--- src/hw/rtl/h4rx_pkg.sv ---
`default_nettype none

package h4rx_pkg;

  // Header and result sizing
  localparam int unsigned HDR_BYTES   = 4;
  localparam int unsigned MAX_RESULTS = 4;

  // Packet type bytes
  localparam logic [7:0] TYPE_EVT = 8'h04;
  localparam logic [7:0] TYPE_ACL = 8'h02;

  // Event codes of interest
  localparam logic [7:0] EVT_LE_META   = 8'h3E;
  localparam logic [7:0] LE_ADV_REPORT = 8'h02;
  localparam logic [7:0] EVT_INQ_RSSI  = 8'h22;
  localparam logic [7:0] EVT_INQ_EXT   = 8'h2F;

  // Result status codes
  localparam logic [1:0] ST_BYTE     = 2'd0;
  localparam logic [1:0] ST_BAD_TYPE = 2'd1;
  localparam logic [1:0] ST_OVERSIZE = 2'd2;

  // Configuration register indexes
  localparam logic CFG_PAYLOAD_LIMIT = 1'b0;
  localparam logic CFG_BREDR_ENABLE  = 1'b1;

  // One result word
  typedef struct packed {
    logic [1:0] status;
    logic       drop_ok;
    logic       last_flag;
    logic       first_flag;
    logic       packet_kind;
    logic [7:0] out_byte;
  } result_t;

endpackage

`default_nettype wire

--- src/hw/rtl/hci_h4_receive_deframer.sv ---
// Latency: results of an accepted byte are offered from the next cycle.
// Throughput: one byte per cycle for type, header and payload bytes unless
// the output stalls; a byte that completes a header yields up to four words
// (header bytes); the result buffer holds input off till the last is taken.
// Reset (rst, synchronous, active high): back to waiting for a type byte,
// result buffer empty, payload_limit = 255, bredr_enable = 0.
`default_nettype none

module hci_h4_receive_deframer
  import h4rx_pkg::*;
(
  input  wire logic        clk,
  input  wire logic        rst,
  // Configuration write port
  input  wire logic        cfg_we,
  input  wire logic        cfg_index,
  input  wire logic [15:0] cfg_data,
  // Received bytes
  input  wire logic        s_axis_tvalid,
  output logic             s_axis_tready,
  input  wire logic [7:0]  s_axis_tdata,   // [7:0] rx_byte
  // Deframed words
  output logic             m_axis_tvalid,
  input  wire logic        m_axis_tready,
  output logic [7:0]       m_axis_tdata,   // [7:0] out_byte
  output logic [4:0]       m_axis_tuser,   // [0] packet_kind, [1] first_flag,
                                           // [2] drop_ok, [4:3] status
  output logic             m_axis_tlast    // last_flag
);

  localparam logic [1:0] PH_IDLE = 2'd0;
  localparam logic [1:0] PH_EVT  = 2'd1;
  localparam logic [1:0] PH_ACL  = 2'd2;

  // Configuration
  logic [15:0] payload_limit;
  logic        bredr_enable;

  // Deframer state
  logic [1:0]  phase, phase_next;
  logic [7:0]  hdr [HDR_BYTES];
  logic [7:0]  hdr_next [HDR_BYTES];
  logic [2:0]  hdr_count, hdr_count_next;
  logic [2:0]  hdr_len, hdr_len_next;
  logic [15:0] bytes_left, bytes_left_next;
  logic [15:0] skip_left, skip_left_next;
  logic        in_payload, in_payload_next;
  logic        discard_mark, discard_mark_next;
  logic        kind, kind_next;

  // Result buffer
  result_t     res [MAX_RESULTS];
  result_t     res_load [MAX_RESULTS];
  logic [2:0]  res_count;
  logic [2:0]  res_rem;
  logic [1:0]  res_ptr;
  result_t     res_head;

  logic        s_fire, m_fire, to_idle;
  logic [7:0]  b;
  logic [15:0] len;

  assign b      = s_axis_tdata;
  assign s_fire = s_axis_tvalid && s_axis_tready;
  assign m_fire = m_axis_tvalid && m_axis_tready;

  // Take a new byte once the buffer empties, or as its last word leaves
  assign s_axis_tready = (res_rem == 3'd0) || ((res_rem == 3'd1) && m_axis_tready);

  // Configuration registers
  always_ff @(posedge clk) begin
    if (rst) begin
      payload_limit <= 16'd255;
      bredr_enable  <= 1'b0;
    end else if (cfg_we) begin
      case (cfg_index)
        CFG_PAYLOAD_LIMIT: payload_limit <= cfg_data;
        CFG_BREDR_ENABLE:  bredr_enable  <= cfg_data[0];
        default:           payload_limit <= payload_limit;
      endcase
    end
  end

  // Next state and result set for one received byte
  always_comb begin
    phase_next        = phase;
    hdr_next          = hdr;
    hdr_count_next    = hdr_count;
    hdr_len_next      = hdr_len;
    bytes_left_next   = bytes_left;
    skip_left_next    = skip_left;
    in_payload_next   = in_payload;
    discard_mark_next = discard_mark;
    kind_next         = kind;
    res_count         = 3'd0;
    to_idle           = 1'b0;
    len               = 16'd0;
    for (int k = 0; k < MAX_RESULTS; k++) begin
      res_load[k] = '0;
    end

    if (skip_left != 16'd0) begin
      // Swallow an oversize payload
      skip_left_next = skip_left - 16'd1;
    end else if (in_payload) begin
      // Forward one payload byte
      bytes_left_next          = bytes_left - 16'd1;
      res_load[0].out_byte     = b;
      res_load[0].packet_kind  = kind;
      res_load[0].last_flag    = (bytes_left_next == 16'd0);
      res_load[0].drop_ok      = discard_mark;
      res_load[0].status       = ST_BYTE;
      res_count                = 3'd1;
      to_idle                  = (bytes_left_next == 16'd0);
    end else if (phase != PH_EVT && phase != PH_ACL) begin
      // Decode the type byte
      to_idle = 1'b1;
      if (b == TYPE_EVT) begin
        to_idle           = 1'b0;
        phase_next        = PH_EVT;
        hdr_count_next    = 3'd0;
        hdr_len_next      = 3'd2;
        bytes_left_next   = 16'd0;
        in_payload_next   = 1'b0;
        discard_mark_next = 1'b0;
        kind_next         = 1'b0;
      end else if (b == TYPE_ACL) begin
        to_idle           = 1'b0;
        phase_next        = PH_ACL;
        hdr_count_next    = 3'd0;
        hdr_len_next      = 3'd4;
        bytes_left_next   = 16'd0;
        in_payload_next   = 1'b0;
        discard_mark_next = 1'b0;
        kind_next         = 1'b1;
      end else begin
        res_load[0].status = ST_BAD_TYPE;
        res_count          = 3'd1;
      end
    end else begin
      // Gather a header byte
      hdr_next[hdr_count[1:0]] = b;
      hdr_count_next           = hdr_count + 3'd1;
      if (phase == PH_EVT && hdr_count_next == 3'd1) begin
        if (b == EVT_LE_META) begin
          hdr_len_next = 3'd3;
        end else if (bredr_enable && (b == EVT_INQ_RSSI || b == EVT_INQ_EXT)) begin
          discard_mark_next = 1'b1;
        end
      end
      if (hdr_count_next >= hdr_len_next) begin
        // Header complete: work out the payload length
        if (phase == PH_EVT) begin
          len = {8'd0, hdr_next[1]};
          if (hdr_len_next == 3'd3) begin
            if (hdr_next[2] == LE_ADV_REPORT) begin
              discard_mark_next = 1'b1;
            end
            len = (hdr_next[1] == 8'd0) ? 16'd0 : {8'd0, hdr_next[1] - 8'd1};
          end
        end else begin
          len = {hdr_next[3], hdr_next[2]};
        end
        if (len > payload_limit) begin
          // Report and skip the oversize payload
          res_load[0].packet_kind = kind;
          res_load[0].status      = ST_OVERSIZE;
          res_count               = 3'd1;
          skip_left_next          = len;
          to_idle                 = 1'b1;
        end else begin
          // Emit the header bytes
          for (int i = 0; i < HDR_BYTES; i++) begin
            if (3'(i) < hdr_len_next) begin
              res_load[i].out_byte    = hdr_next[i];
              res_load[i].packet_kind = kind;
              res_load[i].first_flag  = (i == 0);
              res_load[i].last_flag   = (len == 16'd0) && (3'(i + 1) == hdr_len_next);
              res_load[i].drop_ok     = discard_mark_next;
              res_load[i].status      = ST_BYTE;
            end
          end
          res_count = hdr_len_next;
          if (len == 16'd0) begin
            to_idle = 1'b1;
          end else begin
            in_payload_next = 1'b1;
            bytes_left_next = len;
            hdr_count_next  = 3'd0;
          end
        end
      end
    end

    // Drop back to waiting for a type byte
    if (to_idle) begin
      phase_next        = PH_IDLE;
      hdr_count_next    = 3'd0;
      hdr_len_next      = 3'd0;
      bytes_left_next   = 16'd0;
      in_payload_next   = 1'b0;
      discard_mark_next = 1'b0;
      kind_next         = 1'b0;
    end
  end

  // Advance deframer state on each accepted byte
  always_ff @(posedge clk) begin
    if (rst) begin
      phase        <= PH_IDLE;
      hdr_count    <= 3'd0;
      hdr_len      <= 3'd0;
      bytes_left   <= 16'd0;
      skip_left    <= 16'd0;
      in_payload   <= 1'b0;
      discard_mark <= 1'b0;
      kind         <= 1'b0;
    end else if (s_fire) begin
      phase        <= phase_next;
      hdr_count    <= hdr_count_next;
      hdr_len      <= hdr_len_next;
      bytes_left   <= bytes_left_next;
      skip_left    <= skip_left_next;
      in_payload   <= in_payload_next;
      discard_mark <= discard_mark_next;
      kind         <= kind_next;
    end
  end

  // Header store needs no reset: each byte is written before it is read
  always_ff @(posedge clk) begin
    if (s_fire) begin
      hdr <= hdr_next;
    end
  end

  // Result buffer control: load a fresh set, or step past a taken word
  always_ff @(posedge clk) begin
    if (rst) begin
      res_rem <= 3'd0;
      res_ptr <= 2'd0;
    end else if (s_fire) begin
      res_rem <= res_count;
      res_ptr <= 2'd0;
    end else if (m_fire) begin
      res_rem <= res_rem - 3'd1;
      res_ptr <= res_ptr + 2'd1;
    end
  end

  always_ff @(posedge clk) begin
    if (s_fire) begin
      res <= res_load;
    end
  end

  // Present the current word
  assign res_head      = res[res_ptr];
  assign m_axis_tvalid = (res_rem != 3'd0);
  assign m_axis_tdata  = res_head.out_byte;
  assign m_axis_tlast  = res_head.last_flag;
  assign m_axis_tuser  = {res_head.status, res_head.drop_ok, res_head.first_flag,
                          res_head.packet_kind};

  // Checks
  a_rem_bound: assert property (@(posedge clk) disable iff (rst)
    res_rem <= 3'(MAX_RESULTS))
    else $error("result buffer count out of range");

  a_skip_not_payload: assert property (@(posedge clk) disable iff (rst)
    (skip_left != 16'd0) |-> !in_payload)
    else $error("skipping while in payload");

  a_payload_phase: assert property (@(posedge clk) disable iff (rst)
    in_payload |-> (phase == PH_EVT || phase == PH_ACL))
    else $error("payload outside a packet phase");

  a_skip_silent: assert property (@(posedge clk) disable iff (rst)
    (s_fire && skip_left != 16'd0) |=> !m_axis_tvalid)
    else $error("word produced while skipping");

  a_last_is_byte: assert property (@(posedge clk) disable iff (rst)
    (m_axis_tvalid && m_axis_tlast) |-> (res_head.status == ST_BYTE))
    else $error("last flag on a status word");

endmodule

`default_nettype wire
--- config.mk ---
export PLATFORM = sky130hd
export DESIGN_NAME = hci_h4_receive_deframer
export DESIGN_NICKNAME = d
export VERILOG_FILES = /design/src/hw/rtl/h4rx_pkg.sv /design/src/hw/rtl/hci_h4_receive_deframer.sv
export SDC_FILE = /design/constraint.sdc
export NUM_CORES = 1
export LEC_CHECK = 0
export BUFFER_PORTS_ARGS = -buffer_cell sky130_fd_sc_hd__buf_2
export CAP_MARGIN = 15
export CELL_PAD_IN_SITES_DETAIL_PLACEMENT = 1
export CELL_PAD_IN_SITES_GLOBAL_PLACEMENT = 2
export CORE_MARGIN = 4
export CORE_UTILIZATION = 27
export CTS_CLUSTER_DIAMETER = 80
export DETAILED_ROUTE_END_ITERATION = 7
export PLACE_DENSITY_LB_ADDON = 0.08
export SKIP_CTS_REPAIR_TIMING = 1
export SLEW_MARGIN = 40
export SYNTH_ARGS = -nofsm -noshare
export SYNTH_HDL_FRONTEND = slang
export SYNTH_SLANG_ARGS = --single-unit
--- constraint.sdc ---
create_clock -name clk -period 7.5 [get_ports clk]
set_clock_uncertainty 0.15 [all_clocks]
set_input_delay 0.375 -clock clk [delete_from_list [all_inputs] [get_ports clk]]
set_output_delay 0.375 -clock clk [all_outputs]
set_load 0.005 [all_outputs]
==> flow_summary.ini <==
[finish]
finalInstanceArea_mm2 = 0.00949
nNetsFinal = 947
fin_cells = 1288
num_antenna_cells = 0
drive_gt1_share_pct = 15.7
syn2layout_area_growth_pct = 15.2

[yosys]
synth-simple-area-share_pct = 18.2
synth_flop_cell = edfxtp_1
synth_top_family_by_area = simple AND/OR/NAND/NOR gates
synth_compound_area_share_pct = 16.9
synth_fa_ha_area_share_pct = 4.86
ys_seq_elements = 143
seq_area_frac_synth_pct = 44.3
yosysWarnings = 0
async_flop_share_pct = 0
synth_area_per_cell_um2 = 9.65
muxShareOfSynthArea_pct = 7.76
ys_types = 77
synth_nets = 916
synth-edff-count = 79
syn_area_mm2 = 0.00824
netlist_instances = 854
synth_xor_area_share_pct = 1.81

[clock_tree]
cts_tree = yes
cts_buffers = 17
htree_levels = 4
clock_latency_ns = 0.44
cts_root_buf = clkbuf_16
clk_path_buf_depth = 2
cts.clk_slew.worst_paths_ns = 0.08
cts.sinks = 143

[timing]
min_period_ns = 6.48
finalSetupViolCount = 0
fin_hold_ws_ns = -0.00862
finalSetupTns_ns = 0
rsz0062_at_grt = no
max_slew_margin_pct = 44.0
report.final.slew_viol_count = 0
hold_violations = 1
worst_pin_slew_ns = 0.829
clock.fmax_mhz = 154
layout_worst_path_cycle_share_pct = 86.4

[placed_design]
placedCellCount = 1251
port_buffers = 45
placedInstanceArea_mm2 = 0.00883
place_congestion = 0.831
dp_hpwl_um = 21500

[setup_path]
end_kind = register
crit_chain = ha_1, xor2_1, nor4_2, o221ai_2, o32a_1, o21ai_0, ha_1, a22o_1, o41a_1, o31ai_1, o21ai_0, a211oi_1, or3b_2, o22ai_1
cpPeakStageDelay_ns = 0.74
cp_max_fo = 16
slowest_stage = nor4_2
path_class = reg -> reg
ff2ff_path_depth = 14
cp.arrival_ns = 6.69
crit_buf_inv = 0
critPathLaunchType = register
crit-reg2reg-launch = hdr_count[0]$_SDFFE_PP0P_
rrSetupSlack_ns = 1.02
critical_path_depth = 14
reg2reg_to = bytes_left[9]$_SDFFE_PP0P_
cp.required_ns = 7.71
crit_family = compound AO/OA/AOI/OAI gates

[floorplan]
initial_core_util_pct = 27.6
die_h_um = 183
core_mm2 = 0.0299
die_w_um = 183
rows = 63
io_pins = 46
die_area_mm2 = 0.0334

[grt]
grt.total_usage_pct = 17.5
grt_max_degree = 61
grt_pass1_wl_um = 44600
antenna_found_initial = 0
grt_pass1_vias = 6955
grt_remaining_overflow = 0

[detailed_routing]
firstDrtPassIters = 5
wl_um = 29000
wire_per_inst_um = 22.5
drtIter0Drc = 472
num_vias = 6790
via_per_inst = 5.27
ant_nets = 0
drc = 0

[power_and_ir_drop]
peakVddDrop_uv = 149
power.density_mw_per_mm2 = 313
leakagePower_nw = 3.36

[hold_path]
hp-class = in -> reg
min_to = payload_limit[3]$_SDFFE_PP1P_
hp-start = cfg_data[3]
min_path_cells = 2

[run_status]
violations = negative hold slack
outcome = finished, violations left

[run]
maxCapViolations = 0
[layer usage]
metal / global-route usage, % / part of all wire [%]
met2: 27.7 / 46
met3: 2.23 / 3.1
met5: 0 / 0
met4: 4.80 / 1.6
met1: 25.4 / 49
[synthesized netlist by cell type, types with 9 or more instances]
cell type / number / area (um2)
nor2_1: 98 / 368
edfxtp_1: 79 / 2370
inv_1: 71 / 267
dfxtp_1: 64 / 1280
nand2_1: 63 / 236
a21oi_1: 40 / 200
nor3_1: 36 / 180
clkbuf_1: 33 / 124
ha_1: 32 / 400
o21ai_0: 31 / 155
mux2i_1: 29 / 290
xnor2_1: 14 / 123
a22oi_1: 13 / 97.6
a211oi_1: 12 / 90.1
nand2b_1: 12 / 75.1
nand3_1: 12 / 60.1
nor4_1: 12 / 75.1
mux4_2: 11 / 248
o22ai_2: 11 / 138
a22o_1: 9 / 78.8
mux2_2: 9 / 101
nand4_1: 9 / 56.3
o22ai_1: 9 / 56.3
[state kept, by name, indices dropped and copies added, names as in the netlist, 2 cells and up]
| register | flops |
|---|---|
| bytes_left | 16 |
| res_ptr | 2 |
| hdr | 32 |
| res_rem | 3 |
| res | 47 |
| hdr_len | 3 |
| hdr_count | 3 |
| payload_limit | 16 |
| skip_left | 16 |
| phase | 2 |
[final cells by class]
type	count	area [um2]
Clock buffer	17	425
Clock inverter	15	184
Fill cell	3383	20400
Inverter	72	270
Multi-Input combinational cell	591	4120
Sequential cell	143	3650
Tap cell	390	488
Timing Repair Buffer	60	353
[logic make-up after synthesis]
logic type,after synthesis
AND/OR/NAND/NOR,302
flip-flops,143
multiplexers,49
AO/OA/AOI/OAI,191
buffers and inverters,120
XOR/XNOR,17
adder cells (fa/ha/maj),32
[placed cells by master (no fill, tap or decap), types with 7 or more instances in the layout]
cell type,instances
nor3_1,35
a211o_1,7
a211oi_1,12
a22oi_1,13
mux4_2,11
nand2b_1,12
a21oi_1,40
or3_1,8
buf_4,11
buf_2,44
nand3_1,12
nand4_1,9
a22o_1,9
mux2i_1,28
or2_2,7
inv_1,70
mux2_2,9
clkbuf_16,17
nor2_1,96
ha_1,32
nand2_1,63
o22ai_1,9
o21ai_0,31
nor4_1,12
dfxtp_1,63
o22ai_2,10
a31oi_1,7
xnor2_1,14
edfxtp_1,79
[power breakdown]
group / internal, mW / leakage (nW) / switching (mW)
Combinational: 0.348 / 1.79 / 0.672
Sequential: 0.979 / 1.27 / 0.0926
Clock: 0.455 / 0.298 / 0.426
[through the flow]
stage / utilization, % / setup WS [ns] / power (mW)
after floorplan: - / 2.29 / 1.74
after global placement: 29.5 / 1.23 / 2.09
after detailed placement: 29.6 / 0.990 / 2.11
after CTS: 31.6 / 0.969 / 3.01
after global routing: 31.8 / 0.595 / 3.16
final: 31.8 / 1.02 / 2.97
[worst max-delay path by stage]
stage                                  to  slack (ns)                       from
2_1_floorplan     res_rem[1]$_SDFFE_PP0P_        2.29  skip_left[0]$_SDFFE_PP0P_
3_3_place_gp   bytes_left[9]$_SDFFE_PP0P_        1.23  hdr_count[0]$_SDFFE_PP0P_
3_5_place_dp   bytes_left[9]$_SDFFE_PP0P_        0.99  hdr_count[0]$_SDFFE_PP0P_
4_1_cts        bytes_left[9]$_SDFFE_PP0P_        0.97  hdr_count[0]$_SDFFE_PP0P_
5_1_grt        bytes_left[9]$_SDFFE_PP0P_        0.60  hdr_count[0]$_SDFFE_PP0P_
6_report       bytes_left[9]$_SDFFE_PP0P_        1.02  hdr_count[0]$_SDFFE_PP0P_
No activity file was read; power rests on OpenSTA's default activity.
